[src/design/cpml_point_update_macros.svh]
// Assertion helpers used by cpml_back.sv.
`ifndef CPML_POINT_UPDATE_MACROS_SVH
`define CPML_POINT_UPDATE_MACROS_SVH

// The consequent holds in the same cycle as the antecedent.
`define CPML_ASSERT_NOW(lbl, ante, cons) \
    lbl: assert property (@(posedge i_clk) disable iff (!i_rst_n) (ante) |-> (cons)) \
        else $error("cpml assertion failed");

// The consequent holds in the cycle after the antecedent.
`define CPML_ASSERT_NEXT(lbl, ante, cons) \
    lbl: assert property (@(posedge i_clk) disable iff (!i_rst_n) (ante) |=> (cons)) \
        else $error("cpml assertion failed");

`endif

[src/design/cpml_pkg.sv]
package cpml_pkg;

    localparam int DATA_W          = 32;
    localparam int SLOT_W          = 12;
    localparam int DIFF_W          = 33;
    localparam int DEF_POINT_SLOTS = 4096;
    localparam int PADDR_W         = 2;

    localparam logic [PADDR_W-1:0] ADDR_ISP  = 2'd0;
    localparam logic [31:0]        ISP_RESET = 32'h0001_0000;

    typedef struct packed {
        logic [SLOT_W-1:0]        slot;
        logic signed [DIFF_W-1:0] diff_a;
        logic signed [DIFF_W-1:0] diff_b;
        logic signed [31:0]       accum;
        logic signed [31:0]       decay_a;
        logic signed [31:0]       gain_a;
        logic signed [31:0]       kinv_a;
        logic signed [31:0]       decay_b;
        logic signed [31:0]       gain_b;
        logic signed [31:0]       kinv_b;
    } t_item;

    function automatic logic signed [31:0] f_sat32(input logic signed [63:0] x);
        logic signed [63:0] hi;
        logic signed [63:0] lo;
        hi = 64'sh0000_0000_7FFF_FFFF;
        lo = -64'sh0000_0000_8000_0000;
        if (x > hi) begin
            return 32'sh7FFF_FFFF;
        end else if (x < lo) begin
            return 32'sh8000_0000;
        end
        return x[31:0];
    endfunction

endpackage

[src/design/cpml_front.sv]
module cpml_front
    import cpml_pkg::*;
#(
    parameter int POINT_SLOTS = DEF_POINT_SLOTS,
    parameter int AW          = 12
) (
    input  logic              i_clk,
    input  logic              i_rst_n,
    input  logic              push,
    output logic              full,
    input  logic [SLOT_W-1:0] i_slot,
    input  logic [31:0]       i_field_fwd_a,
    input  logic [31:0]       i_field_back_a,
    input  logic [31:0]       i_field_fwd_b,
    input  logic [31:0]       i_field_back_b,
    input  logic [31:0]       i_accum_in,
    input  logic [31:0]       i_decay_a,
    input  logic [31:0]       i_gain_a,
    input  logic [31:0]       i_stretch_inv_a,
    input  logic [31:0]       i_decay_b,
    input  logic [31:0]       i_gain_b,
    input  logic [31:0]       i_stretch_inv_b,
    input  logic              i_clearing,
    input  logic              i_hd_pop,
    output logic              o_hd_v,
    output t_item             o_hd_item,
    output logic [AW-1:0]     o_hd_idx
);

    logic [AW-1:0] w_idx;
    t_item         w_item;
    logic          w_wr;
    t_item         r_q_item [2];
    logic [AW-1:0] r_q_idx  [2];
    logic          r_wp;
    logic          r_rp;
    logic [1:0]    r_cnt;
    logic [1:0]    n_cnt;

    // Below 4096 slots, the slot folds by a reciprocal multiply.
    generate
        if (POINT_SLOTS >= (1 << SLOT_W)) begin : g_direct
            assign w_idx = AW'(i_slot);
        end else begin : g_fold
            localparam int LOG = $clog2(POINT_SLOTS);
            localparam int K   = SLOT_W + LOG;
            localparam logic [12:0] MUL = 13'(((1 << K) + POINT_SLOTS - 1) / POINT_SLOTS);
            logic [24:0]       w_prod;
            logic [SLOT_W-1:0] w_q;
            logic [SLOT_W-1:0] w_r;
            assign w_prod = 25'(i_slot) * 25'(MUL);
            assign w_q    = SLOT_W'(w_prod >> K);
            assign w_r    = i_slot - SLOT_W'(w_q * SLOT_W'(POINT_SLOTS));
            assign w_idx  = AW'(w_r);
        end
    endgenerate

    always_comb begin
        w_item.slot    = i_slot;
        w_item.diff_a  = {i_field_fwd_a[31], i_field_fwd_a}
                       - {i_field_back_a[31], i_field_back_a};
        w_item.diff_b  = {i_field_fwd_b[31], i_field_fwd_b}
                       - {i_field_back_b[31], i_field_back_b};
        w_item.accum   = i_accum_in;
        w_item.decay_a = i_decay_a;
        w_item.gain_a  = i_gain_a;
        w_item.kinv_a  = i_stretch_inv_a;
        w_item.decay_b = i_decay_b;
        w_item.gain_b  = i_gain_b;
        w_item.kinv_b  = i_stretch_inv_b;
    end

    assign full      = (r_cnt == 2'd2) || i_clearing;
    assign w_wr      = push && !full;
    assign o_hd_v    = (r_cnt != 2'd0);
    assign o_hd_item = r_q_item[r_rp];
    assign o_hd_idx  = r_q_idx[r_rp];

    always_comb begin
        n_cnt = r_cnt;
        if (w_wr && !(i_hd_pop && o_hd_v)) begin
            n_cnt = r_cnt + 2'd1;
        end else if (!w_wr && i_hd_pop && o_hd_v) begin
            n_cnt = r_cnt - 2'd1;
        end
    end

    always_ff @(posedge i_clk) begin
        if (!i_rst_n) begin
            r_wp  <= 1'b0;
            r_rp  <= 1'b0;
            r_cnt <= 2'd0;
        end else begin
            r_cnt <= n_cnt;
            if (w_wr) begin
                r_wp <= ~r_wp;
            end
            if (i_hd_pop && o_hd_v) begin
                r_rp <= ~r_rp;
            end
        end
    end

    always_ff @(posedge i_clk) begin
        if (w_wr) begin
            r_q_item[r_wp] <= w_item;
            r_q_idx[r_wp]  <= w_idx;
        end
    end

endmodule

[config.mk]
export PLATFORM = sky130hd
export DESIGN_NAME = cpml_front
export DESIGN_NICKNAME = d
export VERILOG_FILES = /design/src/design/cpml_point_update_macros.svh /design/src/design/cpml_pkg.sv /design/src/design/cpml_front.sv
export SDC_FILE = /design/constraint.sdc
export NUM_CORES = 1
export LEC_CHECK = 0
export BUFFER_PORTS_ARGS = -buffer_cell sky130_fd_sc_hd__buf_2
export CORE_UTILIZATION = 30
export CTS_BUF_LIST = sky130_fd_sc_hd__clkbuf_8
export CTS_CLUSTER_SIZE = 16
export DETAILED_ROUTE_END_ITERATION = 7
export SYNTH_ARGS = -nofsm -noshare
export SYNTH_HDL_FRONTEND = slang
export SYNTH_SLANG_ARGS = --single-unit
[constraint.sdc]
create_clock -name i_clk -period 70.1 [get_ports i_clk]
set_input_delay 10.515 -clock i_clk [delete_from_list [all_inputs] [get_ports i_clk]]
set_output_delay 10.515 -clock i_clk [all_outputs]
set_load 0.01 [all_outputs]
Yosys cells after proc, flatten, opt, wreduce, memory -nomap -nowiden. Memories as Yosys holds them, arrays and structs flattened. A register that Yosys moved wholly into a read port is not among the register bits. Index checks and enable logic that the tools add are counted.

Bits in registers: 4. Memory bits (writable): 628. Output and inout bits: 316. Logic and storage cells: 31. Memories: 2.

Memories: r_q_item (words 2, width 302, rd ports 1, clocked after Yosys merged registers in 1, wr ports 1, line cpml_front.sv:33) `t_item r_q_item [2];`; r_q_idx (words 2, width 12, rd ports 1, clocked after Yosys merged registers in 1, wr ports 1, line cpml_front.sv:34) `logic [AW-1:0] r_q_idx [2];`.

$add $sub $neg: 4. Eq/ne operators: 1. Muxes and demuxes: 8. Bitwise gates (word level): 2. Reduce and logical (&&, ||, !) cells: 11.

Operators by type and width (count): $sub A32 B32 Y33 (2); $mux W1 (6); $logic_and A1 B1 Y1 (5); $mux W2 (2); $reduce_bool A2 Y1 (2); $logic_not A1 Y1 (3); $add A2 B1 Y2 const B (1); $eq A2 B2 Y1 const B (1); $not A1 Y1 (2); $sub A2 B1 Y2 const B (1); $logic_or A1 B1 Y1 (1).

Longest topological paths before layout. Gate-level depths: netlist (run 1).

Depth in word-level cells: 9. Depth in mapped cells: 11.

Least setup slack after synthesis (run 1). OpenSTA, ideal clock, no wires.

Kind: input port to flip-flop. Start: input i_clearing. End: register r_wp. Library setup time: 0.153 ns. Arrival: 32.412 ns. Slack: 37.535 ns. Stages: 3. Cells stage by stage: nand2b_1 > nor3_1 > o21a_1.

Cells in the longest elaborated chain, start to end: 3.

RTL lines: start: declaration (line cpml_front.sv:23) `input logic i_clearing,`; $logic_or A1 B1 Y1 (line cpml_front.sv:73) `assign full = (r_cnt == 2'd2) || i_clearing;`; $logic_not A1 Y1 (line cpml_front.sv:74) `assign w_wr = push && !full;`; $logic_and A1 B1 Y1 (line cpml_front.sv:74); end signal: assignment (line cpml_front.sv:96) `r_wp <= ~r_wp;`; end: declaration (line cpml_front.sv:35) `logic r_wp;`.

Every way passes these cells. A chain may end at the register's enable or synchronous reset.

Worst setup path after layout (run 1).
Start: input i_clearing. End: output full.

Cells in the longest elaborated chain, start to end: 1.

RTL lines: $logic_or A1 B1 Y1 (line cpml_front.sv:73); end: declaration (line cpml_front.sv:10) `output logic full,`.

Every way passes these cells.

==> reports/qor.csv, run 1 <==
metric;value;unit
wl_met3;5250;um
hp-class;register to register;
slew_headroom;20.8;%
hold_buffers;0;
top_layer;met5;
avgViaCountPerCell;4.49;
grt_max_degree;168;
worstSetupEndpointType;primary output;
dr_total_vias;15802;
worstReg2RegEnd;r_q_item[1][149]$_DFFE_PP_;
tns;0;ps
ys_types;63;
synthTopCellsByArea;edfxtp_1, mux2_2, ha_1;
grt_pass1_vias;16365;
status;complete, no violations;
rsz0062_at_grt;no;
core_area;0.0850;sq mm
synthToLayoutAreaGrowth;26.0;%
cts.sinks;609;
whs_path_depth;2;
syn_area;0.0257;sq mm
synth_cells;1547;
hpwlAfterDp;45000;um
dr_wl_met2;32800;um
overflow;0;
port_buffers;684;
synth_area_leader_cell;edfxtp_1;
final_hold_viol_count;0;
grt_pass1_wl;92000;um
multi_input_area;0.00687;sq mm
wl_met1;23300;um
initial_core_util;30.3;%
row_count;107;
drv_cap;0;
yosysSeqAreaShare;70.9;%
nets;2720;
path_max_fanout;2;
dpl-instance-area;0.0304;sq mm
numCtsBuffers;105;
drc;0;
clk_path_buf_depth;3;
critPathArrivalTime;11060;ps
seq_area;0.0182;sq mm
gp_congestion;0.878;
finClkSkew;35.9;ps
pwr_density_cell;25.7;mW/mm^2
r2r.worst_path.cells;6;
postLayoutCellArea;0.0324;sq mm
fmax;0.0464;GHz
cts_resized;0;
ys.flop_type;edfxtp_1;
nFillCells;8102;
leakage;12.6;nW
post_cts_buffers;0;
criticalPathCategory;input port to primary output;
drv_slew;0;
wl;63500;um
final.min_clock_period;21570;ps
synth_seq_cells;609;
r2r_slack;65570;ps
worst_pin_slew;1190;ps
wl_per_cell;18.0;um
synth_top_area_share;70.5;%
ir_drop;0.0000198;V
cp-start-kind;input port;
io_pins;685;
avgSynthCellArea;16.6;sq um
drtAntennaViolNets;0;
synth_fp_nets;1982;
grtUsageTotal;13.8;%
drt_iter0_markers;729;
min_period_over_period;30.8;%
die_w;295;um
hold_start;r_rp$_SDFFE_PN0P_;
drive_gt1_share;48.3;%
cts_tree;done;
dr.pass1.iters;4;
async_flop_share;0;%
htreeDepth;3;
final_common_cell;buf_2;
finalSetupViolations;0;
reg2reg_from;r_cnt[1]$_SDFFE_PN0P_;
yosys_warnings;0;
final_cell_mix;buf_2, edfxtp_1, mux2_2;
clock-root-buffer;clkbuf_8;
dieArea;0.0869;sq mm
clock_latency;740;ps
path_clk_slew;50;ps
antenna_found_initial;13;
die_y;295;um
synth_edf_count;604;
critical_path_required;59590;ps
## Yosys cell counts, drive strengths merged (8+ instances only)
cell type  count
nor3           9
buf           18
a21oi         67
nor2b         12
mux2         302
ha            64
xor2          21
clkbuf        45
nand2b         9
nand3         18
nand2         63
o21ai         34
nor2          35
inv           86
and2           8
nand4         12
o21bai         8
edfxtp       604
a21o          19
xnor2         38
## where the power goes
group / switching (mW) / internal [mW]
clock network: 0.147 / 0.160
registers: 0.00327 / 0.420
logic: 0.0578 / 0.0437
## per-layer routing
| metal | vias to the layer above | GRT usage, % |
|---|---|---|
| met3 | 139 | 4.54 |
| li1 | 7393 | - |
| met2 | 543 | 24.8 |
| met1 | 7717 | 14.6 |
| met4 | 10 | 6.54 |
| met5 | - | 0 |
## kinds of logic (layout without fill, tap and decap cells)
group,after synthesis,in the layout,share of synthesized area (%)
flip-flops,609,609,70.9
adder cells (fa/ha/maj),66,66,3.27
AND/OR/NAND/NOR,185,185,3.58
AO/OA/AOI/OAI,176,176,4.55
other,0,6,0
buffers and inverters,149,975,2.42
multiplexers,303,303,13.3
XOR/XNOR,59,59,2.01
## how the worst max path moves through the flow
| stage | to | start | slack (ps) | depth (start not counted) |
|---|---|---|---|---|
| finish | full | i_clearing | 48530 | 3 |
| global placement | full | i_clearing | 48510 | 3 |
| global route | full | i_clearing | 48510 | 3 |
| CTS | full | i_clearing | 48510 | 3 |
| floorplan | r_wp$_SDFFE_PN0P_ | i_clearing | 37530 | 3 |
| detailed placement | full | i_clearing | 48510 | 3 |
## area by class of cell
cell class	instances	area share, %
Tap cell	1144	4.42
Sequential cell	609	56.3
Antenna cell	6	0.0463
Clock buffer	105	4.46
Clock inverter	90	1.76
Inverter	86	0.996
Multi-Input combinational cell	789	21.2
Timing Repair Buffer	694	10.9
## critical path, cell delays in order
cell   delay (ps)
buf_2         100
or2_2         300
buf_2         140
## registers in the layout, indices dropped and copies added (netlist names), named ones only
register,flops
r_rp,1
r_cnt,2
r_q_idx,13
r_wp,1
r_q_item,591
## per-stage QoR
step / hold WS (ps) / cells / util, % / power (mW) / setup slack (ps)
2_1_floorplan: 552 / 1547 / - / 0.498 / 37530
3_3_place_gp: 570 / 3322 / 35.7 / 0.531 / 48510
3_5_place_dp: 576 / 3322 / 35.7 / 0.533 / 48510
4_1_cts: 589 / 3517 / 38.1 / 0.846 / 48510
5_1_grt: 628 / 3519 / 38.1 / 0.870 / 48510
6_report: 585 / 3523 / 38.1 / 0.832 / 48530
No activity file was read; power rests on OpenSTA's default activity.
==> inputs of run 2 (changes only) <==
Clock period 70.1 ns to 20.5 ns, I/O delays scaled along.
==> run 2 against run 1 <==
  * Non-clock buffer count is 2 higher
  * Sequential share of layout area is 0.27 points higher
  * Power grew to 3.3 times the previous value
  * Clock power grew to 3.2 times the previous value
  * Worst hold slack better by 5.8 ps
  * Via count is 1.1% lower
  * Global-route usage is 0.36 points lower
  * Core utilization is 0.18 points lower
  * Register-to-register slack worse by 50000 ps
  * Critical path type is now register to primary output
  * Highest routed layer unchanged
==> reports/qor.csv, run 2 (synthesis gave the netlist of run 1 again) <==
metric;value;unit
grt_max_degree;161;
die_y;295;um
overflow;0;
finalSetupViolations;0;
setup_slack;13420;ps
path_max_fanout;75;
grt_pass1_vias;16071;
dpl_worst_slack;13090;ps
fmax;0.141;GHz
gp_congestion;0.878;
final_cell_mix;buf_2, edfxtp_1, mux2_2;
post_cts_buffers;0;
numCtsBuffers;100;
ir_drop;0.0000475;V
critical_path_required;17430;ps
worst_pin_slew;1120;ps
drv_cap;0;
min_period_over_period;34.5;%
top_register;r_q_item;
initial_core_util;30.3;%
hold_buffers;0;
dieArea;0.0869;sq mm
finClkSkew;42.0;ps
final.min_clock_period;7080;ps
cpMostUsedCell;buf_4;
final_hold_viol_count;0;
finalCoreUtilization;37.9;%
nets;2717;
r2r_slack;16050;ps
dr_total_vias;15629;
rsz0062_at_grt;no;
leakage;12.5;nW
antenna_found_initial;10;
path_clk_slew;60;ps
wl_per_cell;17.7;um
drt_iter0_markers;732;
dr.pass1.iters;5;
nFillCells;8060;
tns;0;ps
io_pins;685;
largest_reg_flops;591;
avgViaCountPerCell;4.46;
hold-worst-slack;591;ps
grt_pass1_wl;89900;um
cts_resized;0;
final_common_cell;buf_2;
cts_tree;done;
clock-root-buffer;clkbuf_8;
status;complete, no violations;
critPathArrivalTime;4000;ps
top_regs;r_q_item (591), r_q_idx (13), r_cnt (2);
wl;62100;um
cts.sinks;609;
htreeDepth;3;
path_cells;buf_4 > buf_4 > mux2_2 > buf_2;
drtAntennaViolNets;0;
port_buffers;684;
cp-start-kind;register;
criticalPathCategory;register to primary output;
pwr_density_cell;86.2;mW/mm^2
die_w;295;um
crit_path_top_delay_cell;buf_4;
core_area;0.0850;sq mm
worstSetupEndpointType;primary output;
hp-class;register to register;
synthToLayoutAreaGrowth;25.4;%
hpwlAfterDp;44200;um
slew_headroom;25.3;%
grtUsageTotal;13.5;%
clock_latency;730;ps
slowest_delay;900;ps
row_count;107;
drc;0;
drive_gt1_share;48.5;%
clk_path_buf_depth;3;
drv_slew;0;
-- run 2: changes by cell type in the layout (fill, tap and decap cells not counted), sizes merged --
cell and delta:
buf +2, clkinvlp +1, diode -3, inv -4, bufinv -2, clkbuf -1
clkinv -9
-- run 2: path summary, 6_finish.rpt --
| path | from | end | depth (start not counted) |
|---|---|---|---|
| max reg2reg | r_cnt[1]$_SDFFE_PN0P_ | r_q_item[1][39]$_DFFE_PP_ | 6 |
| max | register | o_hd_item[299] | 4 |
| min reg2reg | r_rp$_SDFFE_PN0P_ | r_rp$_SDFFE_PN0P_ | 2 |
| min | r_rp$_SDFFE_PN0P_ | r_rp$_SDFFE_PN0P_ | 2 |
-- run 2: worst max-delay path, delay by kind of cell (launching register included) --
family                 cells  cell delay (ps)
DFF                        1              710
muxes                      1              470
buffers and inverters      3             1880
-- run 2: cell type report --
class | count | area, sq um | area share [%]
Antenna cell | 3 | 7.51 | 0.0233
Clock buffer | 104 | 1430 | 4.44
Clock inverter | 76 | 427 | 1.32
Inverter | 86 | 323 | 1.00
Multi-Input combinational cell | 789 | 6870 | 21.3
Sequential cell | 609 | 18200 | 56.5
Tap cell | 1144 | 1430 | 4.44
Timing Repair Buffer | 696 | 3530 | 10.9
-- run 2: stage by stage --
step	std cells	instance area [sq um]	power [mW]
floorplan	1547	25700	1.69
global placement	3324	30400	1.81
finish	3507	32300	2.78
global route	3506	32300	2.90
CTS	3504	32300	2.83
detailed placement	3324	30400	1.82
-- run 2: power by group --
part | internal (mW) | leakage, nW | total [mW] | switching (mW)
combinational | 0.150 | 5.81 | 0.348 | 0.198
sequential | 1.44 | 5.59 | 1.45 | 0.0109
clock | 0.509 | 1.07 | 0.986 | 0.477
total | 2.10 | 12.5 | 2.78 | 0.686
-- run 2: layer usage --
layer	routed length (um)	GRT usage (%)
met3	4930	4.62
met5	100	0
met1	23200	14.3
met4	1630	5.93
met2	32300	24.1
